**src/rtl/gbc_pkg.sv**
```systemverilog
package gbc_pkg;

	localparam int unsigned NUM_KEYS   = 8;
	localparam int unsigned NUM_ROUNDS = 32;
	localparam int unsigned KEY_IDX_W  = 3;
	localparam int unsigned ROUND_W    = 5;

	localparam logic [ROUND_W-1:0] LAST_ROUND = 5'd31;

	// operation selector carried in tuser
	localparam logic FUNC_ENCRYPT = 1'b0;
	localparam logic FUNC_DECRYPT = 1'b1;

	typedef enum logic [1:0] {
		ST_IDLE,
		ST_RUN,
		ST_WAIT
	} gbc_state_t;

	typedef struct packed {
		logic                 load;      // take a new block into the working halves
		logic                 step;      // run one round
		logic [ROUND_W-1:0]   round;     // round being run
		logic                 out_run;   // load result register from this round's result
		logic                 out_hold;  // load result register from the working halves
	} gbc_cmd_t;

	// S-box k acts on nibble k, nibble 0 least significant
	localparam logic [3:0] SBOX [8][16] = '{
		'{4'd1, 4'd15, 4'd13, 4'd0, 4'd5, 4'd7, 4'd10, 4'd4,
		  4'd9, 4'd2, 4'd3, 4'd14, 4'd6, 4'd11, 4'd8, 4'd2},
		'{4'd13, 4'd11, 4'd4, 4'd1, 4'd3, 4'd15, 4'd5, 4'd9,
		  4'd0, 4'd10, 4'd14, 4'd7, 4'd6, 4'd8, 4'd2, 4'd12},
		'{4'd4, 4'd11, 4'd10, 4'd0, 4'd7, 4'd2, 4'd1, 4'd13,
		  4'd3, 4'd6, 4'd8, 4'd5, 4'd9, 4'd12, 4'd15, 4'd14},
		'{4'd6, 4'd12, 4'd7, 4'd1, 4'd5, 4'd15, 4'd13, 4'd8,
		  4'd4, 4'd10, 4'd9, 4'd14, 4'd0, 4'd3, 4'd11, 4'd2},
		'{4'd7, 4'd13, 4'd10, 4'd1, 4'd0, 4'd8, 4'd9, 4'd15,
		  4'd14, 4'd4, 4'd6, 4'd12, 4'd11, 4'd2, 4'd5, 4'd3},
		'{4'd5, 4'd8, 4'd1, 4'd13, 4'd10, 4'd3, 4'd4, 4'd2,
		  4'd14, 4'd15, 4'd12, 4'd7, 4'd6, 4'd0, 4'd9, 4'd11},
		'{4'd14, 4'd11, 4'd4, 4'd12, 4'd6, 4'd13, 4'd15, 4'd10,
		  4'd2, 4'd3, 4'd8, 4'd1, 4'd0, 4'd7, 4'd5, 4'd9},
		'{4'd4, 4'd10, 4'd9, 4'd2, 4'd13, 4'd8, 4'd0, 4'd14,
		  4'd6, 4'd11, 4'd1, 4'd12, 4'd7, 4'd15, 4'd5, 4'd3}
	};

	// substitution then rotate left by 11
	function automatic logic [31:0] gbc_f(input logic [31:0] x);
		logic [31:0] y;
		y = '0;
		for (int k = 0; k < 8; k++) begin
			y[4*k +: 4] = SBOX[k][x[4*k +: 4]];
		end
		return {y[20:0], y[31:21]};
	endfunction

endpackage

```
**src/rtl/gbc_ctrl.sv**
```systemverilog
module gbc_ctrl (
	input  logic              clk,
	input  logic              arst_n,
	input  logic              in_valid,
	output logic              in_ready,
	output logic              out_valid,
	input  logic              out_ready,
	output gbc_pkg::gbc_cmd_t cmd
);
	import gbc_pkg::*;

	gbc_state_t         state_q, state_d;
	logic [ROUND_W-1:0] round_q, round_d;
	logic               out_valid_q, out_valid_d;
	logic               out_free;
	logic               last;
	logic               accept;

	assign out_free  = !out_valid_q || out_ready;
	assign last      = (round_q == LAST_ROUND);
	assign out_valid = out_valid_q;

	// outputs
	always_comb begin
		cmd          = '0;
		cmd.round    = round_q;
		in_ready     = 1'b0;
		unique case (state_q)
			ST_IDLE: begin
				in_ready = 1'b1;
			end
			ST_RUN: begin
				cmd.step    = 1'b1;
				cmd.out_run = last && out_free;
				// next block may enter as the finished one moves to the result register
				in_ready    = last && out_free;
			end
			ST_WAIT: begin
				cmd.out_hold = out_free;
				in_ready     = 1'b0;
			end
			default: begin
				in_ready = 1'b0;
			end
		endcase
		accept   = in_valid && in_ready;
		cmd.load = accept;
	end

	// next state
	always_comb begin
		state_d = state_q;
		round_d = round_q;
		unique case (state_q)
			ST_IDLE: begin
				if (accept) begin
					state_d = ST_RUN;
					round_d = '0;
				end
			end
			ST_RUN: begin
				round_d = round_q + 1'b1;
				if (last) begin
					if (accept) begin
						state_d = ST_RUN;
						round_d = '0;
					end else if (out_free) begin
						state_d = ST_IDLE;
					end else begin
						state_d = ST_WAIT;
					end
				end
			end
			ST_WAIT: begin
				if (out_free) begin
					state_d = ST_IDLE;
				end
			end
			default: begin
				state_d = ST_IDLE;
			end
		endcase
		out_valid_d = cmd.out_run || cmd.out_hold || (out_valid_q && !out_ready);
	end

	always_ff @(posedge clk or negedge arst_n) begin
		if (!arst_n) begin
			state_q     <= ST_IDLE;
			round_q     <= '0;
			out_valid_q <= 1'b0;
		end else begin
			state_q     <= state_d;
			round_q     <= round_d;
			out_valid_q <= out_valid_d;
		end
	end

	a_wait_full: assert property (@(posedge clk) disable iff (!arst_n)
		state_q == ST_WAIT |-> out_valid_q)
		else $error("waiting for output with result register empty");

	a_run_ready: assert property (@(posedge clk) disable iff (!arst_n)
		(state_q == ST_RUN && in_ready) |-> (last && out_free))
		else $error("block taken before current block finished");

	a_accept_start: assert property (@(posedge clk) disable iff (!arst_n)
		(in_valid && in_ready) |=> (state_q == ST_RUN && round_q == '0))
		else $error("accepted block did not start at round zero");

	a_finish_load: assert property (@(posedge clk) disable iff (!arst_n)
		(cmd.out_run || cmd.out_hold) |=> out_valid_q)
		else $error("result register load lost");

endmodule

```
**src/rtl/gbc_datapath.sv**
```systemverilog
module gbc_datapath (
	input  logic                         clk,
	input  logic                         arst_n,
	input  gbc_pkg::gbc_cmd_t            cmd,
	input  logic                         func,
	input  logic [31:0]                  half_a_in,
	input  logic [31:0]                  half_b_in,
	input  logic                         key_we,
	input  logic [gbc_pkg::KEY_IDX_W-1:0] key_idx,
	input  logic [31:0]                  key_data,
	output logic [31:0]                  half_a_out,
	output logic [31:0]                  half_b_out
);
	import gbc_pkg::*;

	logic [31:0]          key_q [NUM_KEYS];
	logic [31:0]          n1_q, n2_q;
	logic                 decrypt_q;
	logic [31:0]          out_a_q, out_b_q;
	logic                 fwd;
	logic [KEY_IDX_W-1:0] ridx;
	logic [31:0]          rkey;
	logic [31:0]          src;
	logic [31:0]          fval;
	logic [31:0]          n1_d, n2_d;

	// forward order for the first 24 rounds (encrypt) or the first 8 (decrypt)
	always_comb begin
		if (decrypt_q == FUNC_DECRYPT) begin
			fwd = (cmd.round[4:3] == 2'd0);
		end else begin
			fwd = (cmd.round[4:3] != 2'd3);
		end
		ridx = fwd ? cmd.round[2:0] : ~cmd.round[2:0];
		rkey = key_q[ridx];
		// even rounds feed N1 into N2, odd rounds N2 into N1
		src  = cmd.round[0] ? n2_q : n1_q;
		fval = gbc_f(src + rkey);
		n1_d = n1_q;
		n2_d = n2_q;
		if (cmd.round[0]) begin
			n1_d = n1_q ^ fval;
		end else begin
			n2_d = n2_q ^ fval;
		end
	end

	always_ff @(posedge clk or negedge arst_n) begin
		if (!arst_n) begin
			for (int i = 0; i < NUM_KEYS; i++) begin
				key_q[i] <= '0;
			end
		end else if (key_we) begin
			key_q[key_idx] <= key_data;
		end
	end

	always_ff @(posedge clk) begin
		if (cmd.load) begin
			n1_q      <= half_a_in;
			n2_q      <= half_b_in;
			decrypt_q <= func;
		end else if (cmd.step) begin
			n1_q <= n1_d;
			n2_q <= n2_d;
		end
		if (cmd.out_run) begin
			out_a_q <= n2_d;
			out_b_q <= n1_d;
		end else if (cmd.out_hold) begin
			out_a_q <= n2_q;
			out_b_q <= n1_q;
		end
	end

	assign half_a_out = out_a_q;
	assign half_b_out = out_b_q;

endmodule

```
**src/rtl/gost_block_cipher_top.sv**
```systemverilog
// GOST 28147-89 block cipher engine (ECB core). One 64-bit block enters per
// s_axis word: tdata[31:0] is the first half (N1), tdata[63:32] the second
// half (N2), tuser[0] selects encrypt (0) or decrypt (1). The 32 Feistel
// rounds run one per clock through a single round unit (key add, eight
// S-boxes, rotate by 11, XOR), stepped by the round counter. The next
// block is accepted in the cycle the last round completes, provided the
// result register is free. The result word carries final N2 in tdata[31:0]
// and final N1 in tdata[63:32] and waits in its own register; a stalled
// master side holds at most one finished block in the working registers.
// Subkeys 0..7 are written through the cfg port (index = subkey number,
// always ready) and reset to zero; write them only while no block is in
// flight. No state carries over between blocks.
module gost_block_cipher_top (
	input  logic        clk,
	input  logic        arst_n,
	// input block
	input  logic        s_axis_tvalid,
	output logic        s_axis_tready,
	input  logic [63:0] s_axis_tdata,   // [31:0] half_a_in, [63:32] half_b_in
	input  logic        s_axis_tuser,   // [0] func
	// result block
	output logic        m_axis_tvalid,
	input  logic        m_axis_tready,
	output logic [63:0] m_axis_tdata,   // [31:0] half_a_out, [63:32] half_b_out
	// subkey writes
	input  logic        cfg_valid,
	output logic        cfg_ready,
	input  logic [2:0]  cfg_index,
	input  logic [31:0] cfg_data
);
	import gbc_pkg::*;

	gbc_cmd_t    cmd;
	logic [31:0] half_a_out;
	logic [31:0] half_b_out;

	assign cfg_ready = 1'b1;

	gbc_ctrl u_ctrl (
		.clk       (clk),
		.arst_n    (arst_n),
		.in_valid  (s_axis_tvalid),
		.in_ready  (s_axis_tready),
		.out_valid (m_axis_tvalid),
		.out_ready (m_axis_tready),
		.cmd       (cmd)
	);

	gbc_datapath u_datapath (
		.clk        (clk),
		.arst_n     (arst_n),
		.cmd        (cmd),
		.func       (s_axis_tuser),
		.half_a_in  (s_axis_tdata[31:0]),
		.half_b_in  (s_axis_tdata[63:32]),
		.key_we     (cfg_valid && cfg_ready),
		.key_idx    (cfg_index),
		.key_data   (cfg_data),
		.half_a_out (half_a_out),
		.half_b_out (half_b_out)
	);

	assign m_axis_tdata = {half_b_out, half_a_out};

endmodule

```
**config.mk**
```make
export PLATFORM = sky130hd
export DESIGN_NAME = gost_block_cipher_top
export DESIGN_NICKNAME = d
export VERILOG_FILES = /design/src/rtl/gbc_pkg.sv /design/src/rtl/gbc_ctrl.sv /design/src/rtl/gbc_datapath.sv /design/src/rtl/gost_block_cipher_top.sv
export SDC_FILE = /design/constraint.sdc
export NUM_CORES = 1
export LEC_CHECK = 0
export BUFFER_PORTS_ARGS = -buffer_cell sky130_fd_sc_hd__buf_4
export CORE_MARGIN = 4
export CORE_UTILIZATION = 51
export CTS_CLUSTER_DIAMETER = 30
export CTS_CLUSTER_SIZE = 25
export DETAILED_ROUTE_END_ITERATION = 10
export PLACE_DENSITY_LB_ADDON = 0.1
export SETUP_SLACK_MARGIN = 0.05
export SLEW_MARGIN = 10
export SYNTH_ARGS = -nofsm -noshare
export SYNTH_HDL_FRONTEND = slang
export SYNTH_SLANG_ARGS = --single-unit
```
**constraint.sdc**
```tcl
create_clock -name clk -period 17 [get_ports clk]
set_input_delay 2.55 -clock clk [delete_from_list [all_inputs] [get_ports clk]]
set_output_delay 2.55 -clock clk [all_outputs]
set_load 0.02 [all_outputs]
```
# Word-level counts from Yosys, hierarchy flattened
# Memory sizes are Yosys's and may differ from the RTL's.
# Cells that the tools add are included.
# Widths: inputs -> output; s select.
# word_totals
regBits	393
mem_bits_ro	512
out_inout_bits	67
elab_cells	122
n_memories	8
# op_classes
addsub	2
magnitude_cmp	11
eq_ne	7
mux	49
n_bitwise	13
n_reduce_logical	16
# memory_table
memory	words	width	rd	rd_ports_with_merged_regs	write_ports	line	rtl
(no name shown)	16	4	1	0	0	gbc_pkg.sv:53	y[4*k +: 4] = SBOX[k][x[4*k +: 4]];
(no name shown)	16	4	1	0	0	gbc_pkg.sv:53	
(no name shown)	16	4	1	0	0	gbc_pkg.sv:53	
(no name shown)	16	4	1	0	0	gbc_pkg.sv:53	
(no name shown)	16	4	1	0	0	gbc_pkg.sv:53	
(no name shown)	16	4	1	0	0	gbc_pkg.sv:53	
2 more memories	n/a	n/a	n/a	n/a	n/a	n/a	
# ops
cell	n
$mux 32	14
$bwmux 256	1
$bmux 32 s3	1
$demux 32 s3	1
$mux 4	16
$xor 32x32->32	2
$ge 5x5->1 const B	8
$not 4->5	8
$add 32x32->32	1
$mux 5	3
$mux 2	5
$pmux 5 s2	1
$ge 4x4->1 const B	2
$not 3->4	2
$ne 2x1->1 const B	3
$pmux 2 s3	1
$reduce_bool 2->1	3
$add 5x1->5 const B	1
$eq 5x5->1 const B	1
$logic_and 1x1->1	4
$logic_not 2->1	2
$lt 4x1->1 const B	1
$mux 1	4
$logic_or 1x1->1	3
other kinds (9)	10

# Longest topological paths before layout
# Gate-level depths: netlist of the first run.
# depth
depth_word	16
mapped_depth	22
mapped_depth_nobuf	21

# By module
# Synthesis of the first run repeated with hierarchy kept, for this count alone.
# unflattened
cells_unflattened	1733
area_unflattened_um2	21901.0
# by_module_without_submodules
mod	n_inst	cells_per_inst	area_each_um2	seq_area_each_um2
gbc_datapath	1	1683	21424.3	10279.9
gbc_ctrl	1	48	465.4	200.2
gost_block_cipher_top	1	2	11.3	0.0

# Worst setup path after synthesis of the first run
# OpenSTA, ideal clock, no wires.
# synth_timing
kind	in2reg
start	in m_axis_tready
end	reg u_datapath.out_a_q[0], in the netlist u_datapath.half_a_out[0] (enable)
t_arrival_ps	5722
t_required_ps	16493
slack_ps	10771
path_stages	2
n_path_buf	0
path_cell_list	inv_1 > a21oi_1
# synth_via
elab_chain_cells	4
word_cells_on_any_way	5
classes_between	mux (2); reduce/logical (3)
# synth_lines
item	line	rtl
from (decl)	gost_block_cipher_top.sv:23	input logic m_axis_tready,
$logic_or 1x1->1 (*)	gbc_ctrl.sv:19	assign out_free = !out_valid_q || out_ready;
$logic_and 1x1->1	gbc_ctrl.sv:34	cmd.out_run = last && out_free;
$mux 1	gbc_ctrl.sv:28	unique case (state_q)
$reduce_bool 2->1 (no line) (*)	n/a	
to (signal assigned)	gbc_datapath.sv:68	out_a_q <= n2_d;
to (signal assigned)	gbc_datapath.sv:71	out_a_q <= n2_q;
to (decl)	gbc_datapath.sv:19	logic [31:0] out_a_q, out_b_q;
# Every way passes the cells marked *; elsewhere a longest branch is shown, timed or not.
# A chain may end at the register's enable or synchronous reset.

# Worst setup path in the final report of the first run
# layout_timing
start	reg u_ctrl.round_q[3]
end	reg u_datapath.n2_q[10] (data pin)
# layout_via
elab_chain_cells	16
word_cells_on_any_way	21
classes_between	add/sub (1); eq/ne (2); mux (11); bitwise (3); reduce/logical (3); memory (1)
# layout_lines
item	line	rtl
from (decl)	gbc_ctrl.sv:13	logic [ROUND_W-1:0] round_q, round_d;
from (signal assigned)	gbc_ctrl.sv:93	round_q <= round_d;
$ne 2x2->1 / $logic_not 2->1 (equally long branches)	gbc_datapath.sv:32, gbc_datapath.sv:30	
$mux 1	gbc_datapath.sv:29	if (decrypt_q == FUNC_DECRYPT) begin
$mux 3	gbc_datapath.sv:34	ridx = fwd ? cmd.round[2:0] : ~cmd.round[2:0];
$not 3->4 (not written as such)	gbc_datapath.sv:35	rkey = key_q[ridx];
$bmux 32 s3	gbc_datapath.sv:35	
$mux 32 (not written as such) (2 in a row)	gbc_datapath.sv:35	
$add 32x32->32	gbc_datapath.sv:38	fval = gbc_f(src + rkey);
$not 4->5 (not written as such)	gbc_pkg.sv:53	
$mem_v2 16x4	n/a	
$mux 4 (not written as such) (2 in a row)	gbc_pkg.sv:53	
$xor 32x32->32	gbc_datapath.sv:44	n2_d = n2_q ^ fval;
$mux 32	gbc_datapath.sv:41	if (cmd.round[0]) begin
$mux 32	gbc_datapath.sv:63	end else if (cmd.step) begin
$mux 32 (*)	gbc_datapath.sv:59	if (cmd.load) begin
to (signal assigned)	gbc_datapath.sv:61	n2_q <= half_b_in;
to (signal assigned)	gbc_datapath.sv:65	n2_q <= n2_d;
to (decl)	gbc_datapath.sv:17	logic [31:0] n1_q, n2_q;
# Every way passes the cells marked *; elsewhere a longest branch is shown, timed or not. The select of a mux whose other input is x is not followed.

==> results.txt, run 1 <==
The flow ran to the end, and the final reports show no timing, DRC or antenna violations. Share of final-layout standard cells stronger than drive strength 1: 0.386. Among all flip-flop cells after synthesis, the most frequent one is dfrtp_1.

The run gives 0.517 as the starting density of the core. In this run the horizontal extent of the chip is 214 um. Derived from the worst setup path, the maximum achievable clock frequency is 142 MHz.

In this run the post-CTS setup repair buffer count came out at 0. The simple-gate share of the synthesized area was 0.0678. In this run, synthesis inferred 129 flip-flops with an integrated enable. In this run the critical register-to-register path is launched from u_ctrl.round_q[3]$_DFFE_PN0P_. For this run, the number of Yosys warnings is 0. The I/O pin count was 172; the setup TNS after final layout was 0 ps. The post-synthesis sequential area ratio was 0.483.

TritonCTS built the clock tree. The type of the most critical hold path was reg -> reg. Synthesis inferred 393 register bits. CTS H-tree depth: 3. The post-synthesis adder-cell area fraction works out to 0.0436. The worst setup path is captured at a flip-flop. The combined global-route utilization of all metal layers was 0.237; the area added between synthesis and finish was 23.5%.

Data arrives at the worst endpoint at 7350 ps. Counting cells, the worst reg-to-reg path comes to 19. The run gives 3187 as the count of fill cells added during filler insertion. The net count of the mapped netlist came out at 1887. The count of cells along the worst hold path was 1. Post-synthesis area per instance: 12.7 um2. The tools report the area enclosed by the die boundary as 0.0459 mm2. After detailed routing, the number of vias per cell comes to 5.74.

The number of antenna violations at the first check in global routing was 3; the mux cell area share after synthesis was 0.261. The core outline area came out at 0.0419 mm2. The source-to-sink clock delay at the later pin of the worst-skew pair is 630 ps. The final hold violation count is 0. The worst path needs 7040 ps of the cycle, external delays included. Category of the critical setup timing path: reg -> reg. For the reg2reg setup slack, the log shows 9960 ps. In this run the remaining antenna-violating nets after routing total 0. The final HPWL from detailed placement was 35300 um; the data required time of the critical path was 17320 ps. The quantity of gates resized following cts was 0; the area fraction of the dominant cell type after synthesis was 0.305.

The cell type with the highest aggregate area in the netlist was dfrtp_1. Count of input and output buffers: 170. The most numerous cell in the Yosys netlist is mux2_2.

The residual DRC count is 0. In this run the deepest clock path goes through 3 buffers. For this run the aggregate overflow at the end of global routing stands at 0. The total wire length came out at 54300 um.

Setup repair after global routing left no endpoint under its margin. The tools report the maximum number of pins on one net before global-route repair as 127. The async set-or-reset flop fraction in the synthesized netlist was 0.672.

The number of global-route vias before repair came out at 15300. The root buffer cell is clkbuf_16. Row generation in the floorplan step produced 75 rows.

The capture point of the worst reg-to-reg path was u_datapath.n2_q[10]$_DFFE_PP_. The number of maximum-capacitance constraint violations is 0, and the final critical-path share of the clock period is 0.414. Along the worst path, the maximum fanout reaches 41. Fraction of synthesized cell area in xor and xnor cells: 0.0622.

The tools report the number of nets in the finished design as 2090. The transition time of the tightest slew-check pin works out to 1100 ps. The total number of vias is 14500, and the number of instances in the synthesized netlist is 1708.

The tools report the number of buffers added to fix hold violations after cts as 0. The mean routed wirelength per cell was 21.5 um. The post-CTS clock slew at the launch and capture registers of the worst setup and hold paths was 50 ps; the detailed router's first-iteration violation count was 820. The number of clock buffers added by TritonCTS is 91. The hold-critical path endpoint is u_datapath.key_q[240]$_DFFE_PN0P_. The total iterations of the first detailed-routing run came out at 5. The first global-routing pass estimated 86800 um of wire.

The run gives 69 as the number of distinct library cells after synthesis. The final setup skew came out at 30.6 ps. After synthesis, the largest family of logic cells by area is multiplexers.

The commonest cells after synthesis are 325 x mux2_2, 264 x dfrtp_1, 130 x nand2_1. The number of pins exceeding their max-slew limit in the final report came out at 0. Setup violations remaining at the end of the flow were counted as 0. In this run the most critical hold path is launched from u_datapath.key_q[240]$_DFFE_PN0P_. In the post-synthesis netlist, the biggest area contributors are dfrtp_1 30%, edfxtp_1 18%, mux2_2 17%.

The worst max-slew margin expressed relative to the limit was 0.267. STA classifies the critical path startpoint as a flip-flop. The clock drives 393 sinks. The fraction of the mapped netlist area in compound gates came out at 0.0612.

The congestion estimate from routability-driven global placement came to 0.885. The mapped netlist covers 0.0217 mm2. The die is 214 um tall.
critical path, cell delays in order, from the launching register on:
cell and delay [ps]:
dfrtp_1 410, maj3_2 450, xnor2_2 170, buf_4 430, buf_4 760, mux4_2 590, mux2_2 310, ha_1 410
a21oi_1 230, o211ai_1 190, a211o_1 330, o31a_1 340, a311oi_1 320, xor2_1 310, inv_1 160, ha_1 380
mux4_1 580, nand2_1 120, xor2_1 150, a21oi_1 90
layout make-up:
type                            count  area [um2]  share of cell area
Inverter                           39         146             0.00547
Antenna cell                        1        2.50           0.0000935
Clock inverter                     63         754              0.0282
Timing Repair Buffer              192        1450              0.0541
Multi-Input combinational cell   1194       10800               0.404
Clock buffer                      107        2460              0.0919
Sequential cell                   393       10500               0.391
Tap cell                          539         674              0.0252
cell families after synthesis:
group / count (synthesis)
AO/OA/AOI/OAI: 214
flip-flops: 393
AND/OR/NAND/NOR: 331
other: 1
XOR/XNOR: 148
multiplexers: 425
adder cells (fa/ha/maj): 75
buffers and inverters: 121
metal layers:
layer  vias to the layer above  part of all wire  wire length, um  GRT usage
li1                       6679                 -                -          -
met2                       401              0.46            25100      0.371
met1                      7328              0.45            24600      0.328
met3                        86             0.057             3120     0.0582
met4                         6             0.026             1390     0.0763
met5                         -           0.00087               47          0
cell usage in the layout (no fill, tap or decap), types with 9 or more instances in the layout:
master,count
xnor2_1,77
edfxtp_1,129
mux4_2,70
nand2b_1,10
o21ai_0,67
mux2i_1,22
nand3_1,13
nand2_1,129
bufinv_16,12
mux2_2,325
clkinv_2,14
clkinvlp_4,14
nor2_1,108
buf_4,191
or3_1,13
dfrtp_1,263
a21oi_1,61
clkinv_1,9
clkbuf_16,94
xor2_1,65
inv_1,37
a21o_1,15
ha_1,73
sequential cells by signal, indices dropped and copies added, names as in the netlist:
register,flops
u_ctrl.out_valid,1
u_ctrl.round_q,5
u_ctrl.state_q,2
u_datapath.decrypt_q,1
u_datapath.half_a_out,32
u_datapath.half_b_out,32
u_datapath.key_q,256
u_datapath.n1_q,32
u_datapath.n2_q,32
per-stage QoR:
stage,hold slack (ps),area [um2],util,std cells,setup slack (ps)
2_1_floorplan,473,21700,-,1708,10770
3_3_place_gp,482,23600,0.562,2357,10050
3_5_place_dp,489,23600,0.562,2357,9960
4_1_cts,501,26800,0.638,2527,9890
5_1_grt,507,26800,0.638,2527,9430
6_report,498,26800,0.638,2528,9960
worst max path at each step:
stage,startpoint,end,slack (ps),cells past startpoint
CTS,u_ctrl.round_q[3]$_DFFE_PN0P_,u_datapath.n2_q[10]$_DFFE_PP_,9890,19
floorplan,m_axis_tready,u_datapath.half_a_out[0]$_DFFE_PP_,10770,2
global placement,u_ctrl.round_q[4]$_DFFE_PN0P_,u_datapath.n2_q[6]$_DFFE_PP_,10050,19
detailed placement,u_ctrl.round_q[3]$_DFFE_PN0P_,u_datapath.n2_q[10]$_DFFE_PP_,9960,20
finish,u_ctrl.round_q[3]$_DFFE_PN0P_,u_datapath.n2_q[10]$_DFFE_PP_,9960,19
global route,u_ctrl.round_q[3]$_DFFE_PN0P_,u_datapath.n2_q[10]$_DFFE_PP_,9430,19
Power of run 1 is left out: the tool's default activity adds up to more than one toggle a clock period on the data nets, which glitch-free logic cannot reach.
==> inputs of run 2 (changes only) <==
- clock period: 17 -> 6.49 ns (I/O delays scaled with it)
==> run 2 against run 1 <==
Compared with the run above: sequential share of layout area is 0.097 points higher; final area is 0.25% lower; worst hold slack worse by 16 ps; maximum frequency is 15% higher; clock skew is 3.2 ps lower; worst setup slack worse by 9600 ps; final cell count is 0.40% higher; critical path depth stayed put; die area stayed put; non-clock buffer count is 18 higher; routed wire length is 1.8% higher; via count is 0.67% higher; largest cell class unchanged.
==> results.txt, run 2 (synthesis gave the netlist of run 1 again) <==
For the maximum clock rate, the log shows 163 MHz. The busiest metal layer after global routing was met2. TritonCTS built the clock tree.

Counting the fill cells in the layout gives 3221. Slowest cell on the critical path: mux4_2. The final setup skew was 27.3 ps; the area enclosed by the die boundary was 0.0459 mm2.

Compared with the post-synthesis result, the final layout area differs by 23.2%. The type of the most critical hold path is in -> async. In this run the worst path has a maximum fanout of 23. Buffers inserted to repair hold after CTS numbered 0. The quantity of gates resized following cts is 0, and the final weighted congestion in routability-driven placement is 0.942. For the pin with the worst max-slew slack, the measured transition is 992 ps. The post-CTS clock slew at the launch and capture registers of the worst setup and hold paths is 40 ps. For the met3 demand-to-capacity share in global routing, the log shows 0.0652. Summing all non-filler instances in the final layout gives an area of 0.0267 mm2. The maximum number of pins on one net before global-route repair is 136, and the source-to-sink clock delay at the later pin of the worst-skew pair is 600 ps. The maximum cell stage delay along the critical path works out to 520 ps. For the fraction of met1 tracks used by global routing, the log shows 0.327. Critical path capture point type: a flip-flop.

The area of combinational cells with multiple inputs is 0.0108 mm2, and the post-CTS setup repair buffer count is 0. The net count of the finished layout is 2105. Setup repair after global routing left no endpoint under its margin. The initialized floorplan defines 75 standard-cell rows. The tools report the data required time of the critical path as 6790 ps.

The run gives 15400 as the number of global-route vias before repair. Global routing finished with a remaining overflow of 0. Using the TritonRoute via totals, the vias-per-cell ratio works out to 5.75. The first global-routing pass estimated 87600 um of wire.

Ranked by flip-flop count, first place goes to u_datapath.key_q. In the routed design, unresolved DRC markers number 0. The share of final-layout standard cells stronger than drive strength 1 came out at 0.388.

The critical path goes through maj3_2, xnor2_4, clkbuf_16, mux4_2, mux2_2, ha_1, a21oi_1, o21ai_0, a31oi_1, a21boi_1, o31a_1, a311oi_1, xor2_2, inv_1, ha_1, mux4_2, nor2_1, xnor2_1, a21oi_1. The H-tree generated during clock tree synthesis spans 3 levels. The routed layout has 14600 vias. The final critical-path share of the clock period was 0.943.

The number of cells on the worst reg-to-reg path is 19. The fraction of met2 tracks used by global routing is 0.377. The final hold violation count was 0.

On the critical path the largest part of the delay comes from compound AO/OA/AOI/OAI gates. The worst setup path is of the reg -> reg kind. For the area used by sequential logic in the layout, the log shows 0.0105 mm2.

Across the run, the number of max-cap violations was 0. The logs give 0 for the number of pins exceeding their max-slew limit in the final report and 482 ps for the worst hold slack across all endpoints. The shortest period the worst path allows is 6120 ps. For this block, the routed nets add up to 55200 um of wire. The logs give 88 for the number of buffers inserted during clock tree synthesis and 0.339 for the worst max-slew margin expressed relative to the limit. Adding up every negative setup slack in the final design gives 0 ps. The number of buffers on the longest clock path is 3. The flow ran to the end, and the final reports show no timing, DRC or antenna violations. The category of the worst setup path launch point was a flip-flop. The first TritonRoute pass finished after 5 iterations. The flip-flop count of the largest register after layout was 256. The count of input and output buffers was 170. The library cell used most frequently in the layout, excluding fill and tap cells, is mux2_2. The height of the chip came out at 214 um. The buffer and inverter count on the worst path was 2.

The tools report the reg-to-reg critical path startpoint as u_ctrl.round_q[3]$_DFFE_PN0P_. The combined global-route utilization of all metal layers was 0.239; the I/O pin count was 172. The number of clock sinks seen by CTS is 393. The reg2reg setup slack was 370 ps. The cell sitting at the root of the clock tree is a clkbuf_16.

Number of antenna violations at the first check in global routing: 2. The top cell types in the final layout, fill and taps aside, are 325 x mux2_2, 263 x dfrtp_1, 205 x buf_4, 129 x nand2_1, 129 x edfxtp_1. The detailed router finished its first iteration with 1044 violations. The logs give 6420 ps for the data arrival time of the critical path and 0.0237 mm2 for the total cell area at the placement stage. Dividing the detail-routed wire length by the instance count gives 21.8 um. Measured along the x axis, the die boundary spans 214 um. Setup violations remaining at the end of the flow were counted as 0. Final HPWL from detailed placement: 36000 um.

Starting density of the core: 0.517. The endpoint identified for the worst register-to-register timing path is u_datapath.n2_q[6]$_DFFE_PP_. The region available for standard cell placement spans 0.0419 mm2. Once detail routing completed, the nets flagged for antenna violations numbered 0.

Antenna cell count: 0.
==> run 2: changes by cell type in the layout (fill, tap and decap cells not counted), sizes merged <==
cell,delta
clkinvlp,-7
clkinv,-11
clkbuf,+3
bufinv,-2
buf,+17
diode,-1
inv,+11
==> run 2: final cells by class <==
type                            count  share of cell area
Timing Repair Buffer              210              0.0610
Sequential cell                   393               0.392
Clock buffer                      109              0.0869
Clock inverter                     54              0.0234
Multi-Input combinational cell   1194               0.405
Inverter                           39             0.00548
Tap cell                          539              0.0253
==> run 2: routing by layer <==
layer  wire (um)  share of wire
met1       24700           0.45
met2       25800           0.47
met3        3470          0.063
met4        1270          0.023
met5          34        0.00062
==> run 2: how the worst max path moves through the flow <==
stage	cells past startpoint	startpoint	end
floorplan	20	u_ctrl.round_q[3]$_DFFE_PN0P_	u_datapath.n2_q[10]$_DFFE_PP_
global placement	20	u_ctrl.round_q[3]$_DFFE_PN0P_	u_datapath.n2_q[3]$_DFFE_PP_
detailed placement	19	u_ctrl.round_q[3]$_DFFE_PN0P_	u_datapath.n2_q[6]$_DFFE_PP_
CTS	19	u_ctrl.round_q[3]$_DFFE_PN0P_	u_datapath.n2_q[6]$_DFFE_PP_
global route	19	u_ctrl.round_q[3]$_DFFE_PN0P_	u_datapath.n1_q[10]$_DFFE_PP_
finish	19	u_ctrl.round_q[3]$_DFFE_PN0P_	u_datapath.n2_q[6]$_DFFE_PP_
==> run 2: worst register-to-register path, cell delays in order, from the launching register on <==
cell	delay [ps]
dfrtp_1	390
maj3_2	460
xnor2_4	290
clkbuf_16	300
mux4_2	560
mux2_2	280
ha_1	430
a21oi_1	170
o21ai_0	100
a31oi_1	300
a21boi_1	140
o31a_1	400
a311oi_1	450
xor2_2	330
inv_1	160
ha_1	200
mux4_2	510
nor2_1	140
xnor2_1	130
a21oi_1	90
==> run 2: stage by stage <==
step / cells / worst slack (ps) / util
3_3_place_gp: 2374 / 363 / 0.565
4_1_cts: 2537 / 230 / 0.636
5_1_grt: 2538 / 98.4 / 0.637
3_5_place_dp: 2374 / 257 / 0.565
6_report: 2538 / 372 / 0.637
2_1_floorplan: 1708 / 354 / -
Power of run 2 is left out for the same reason.
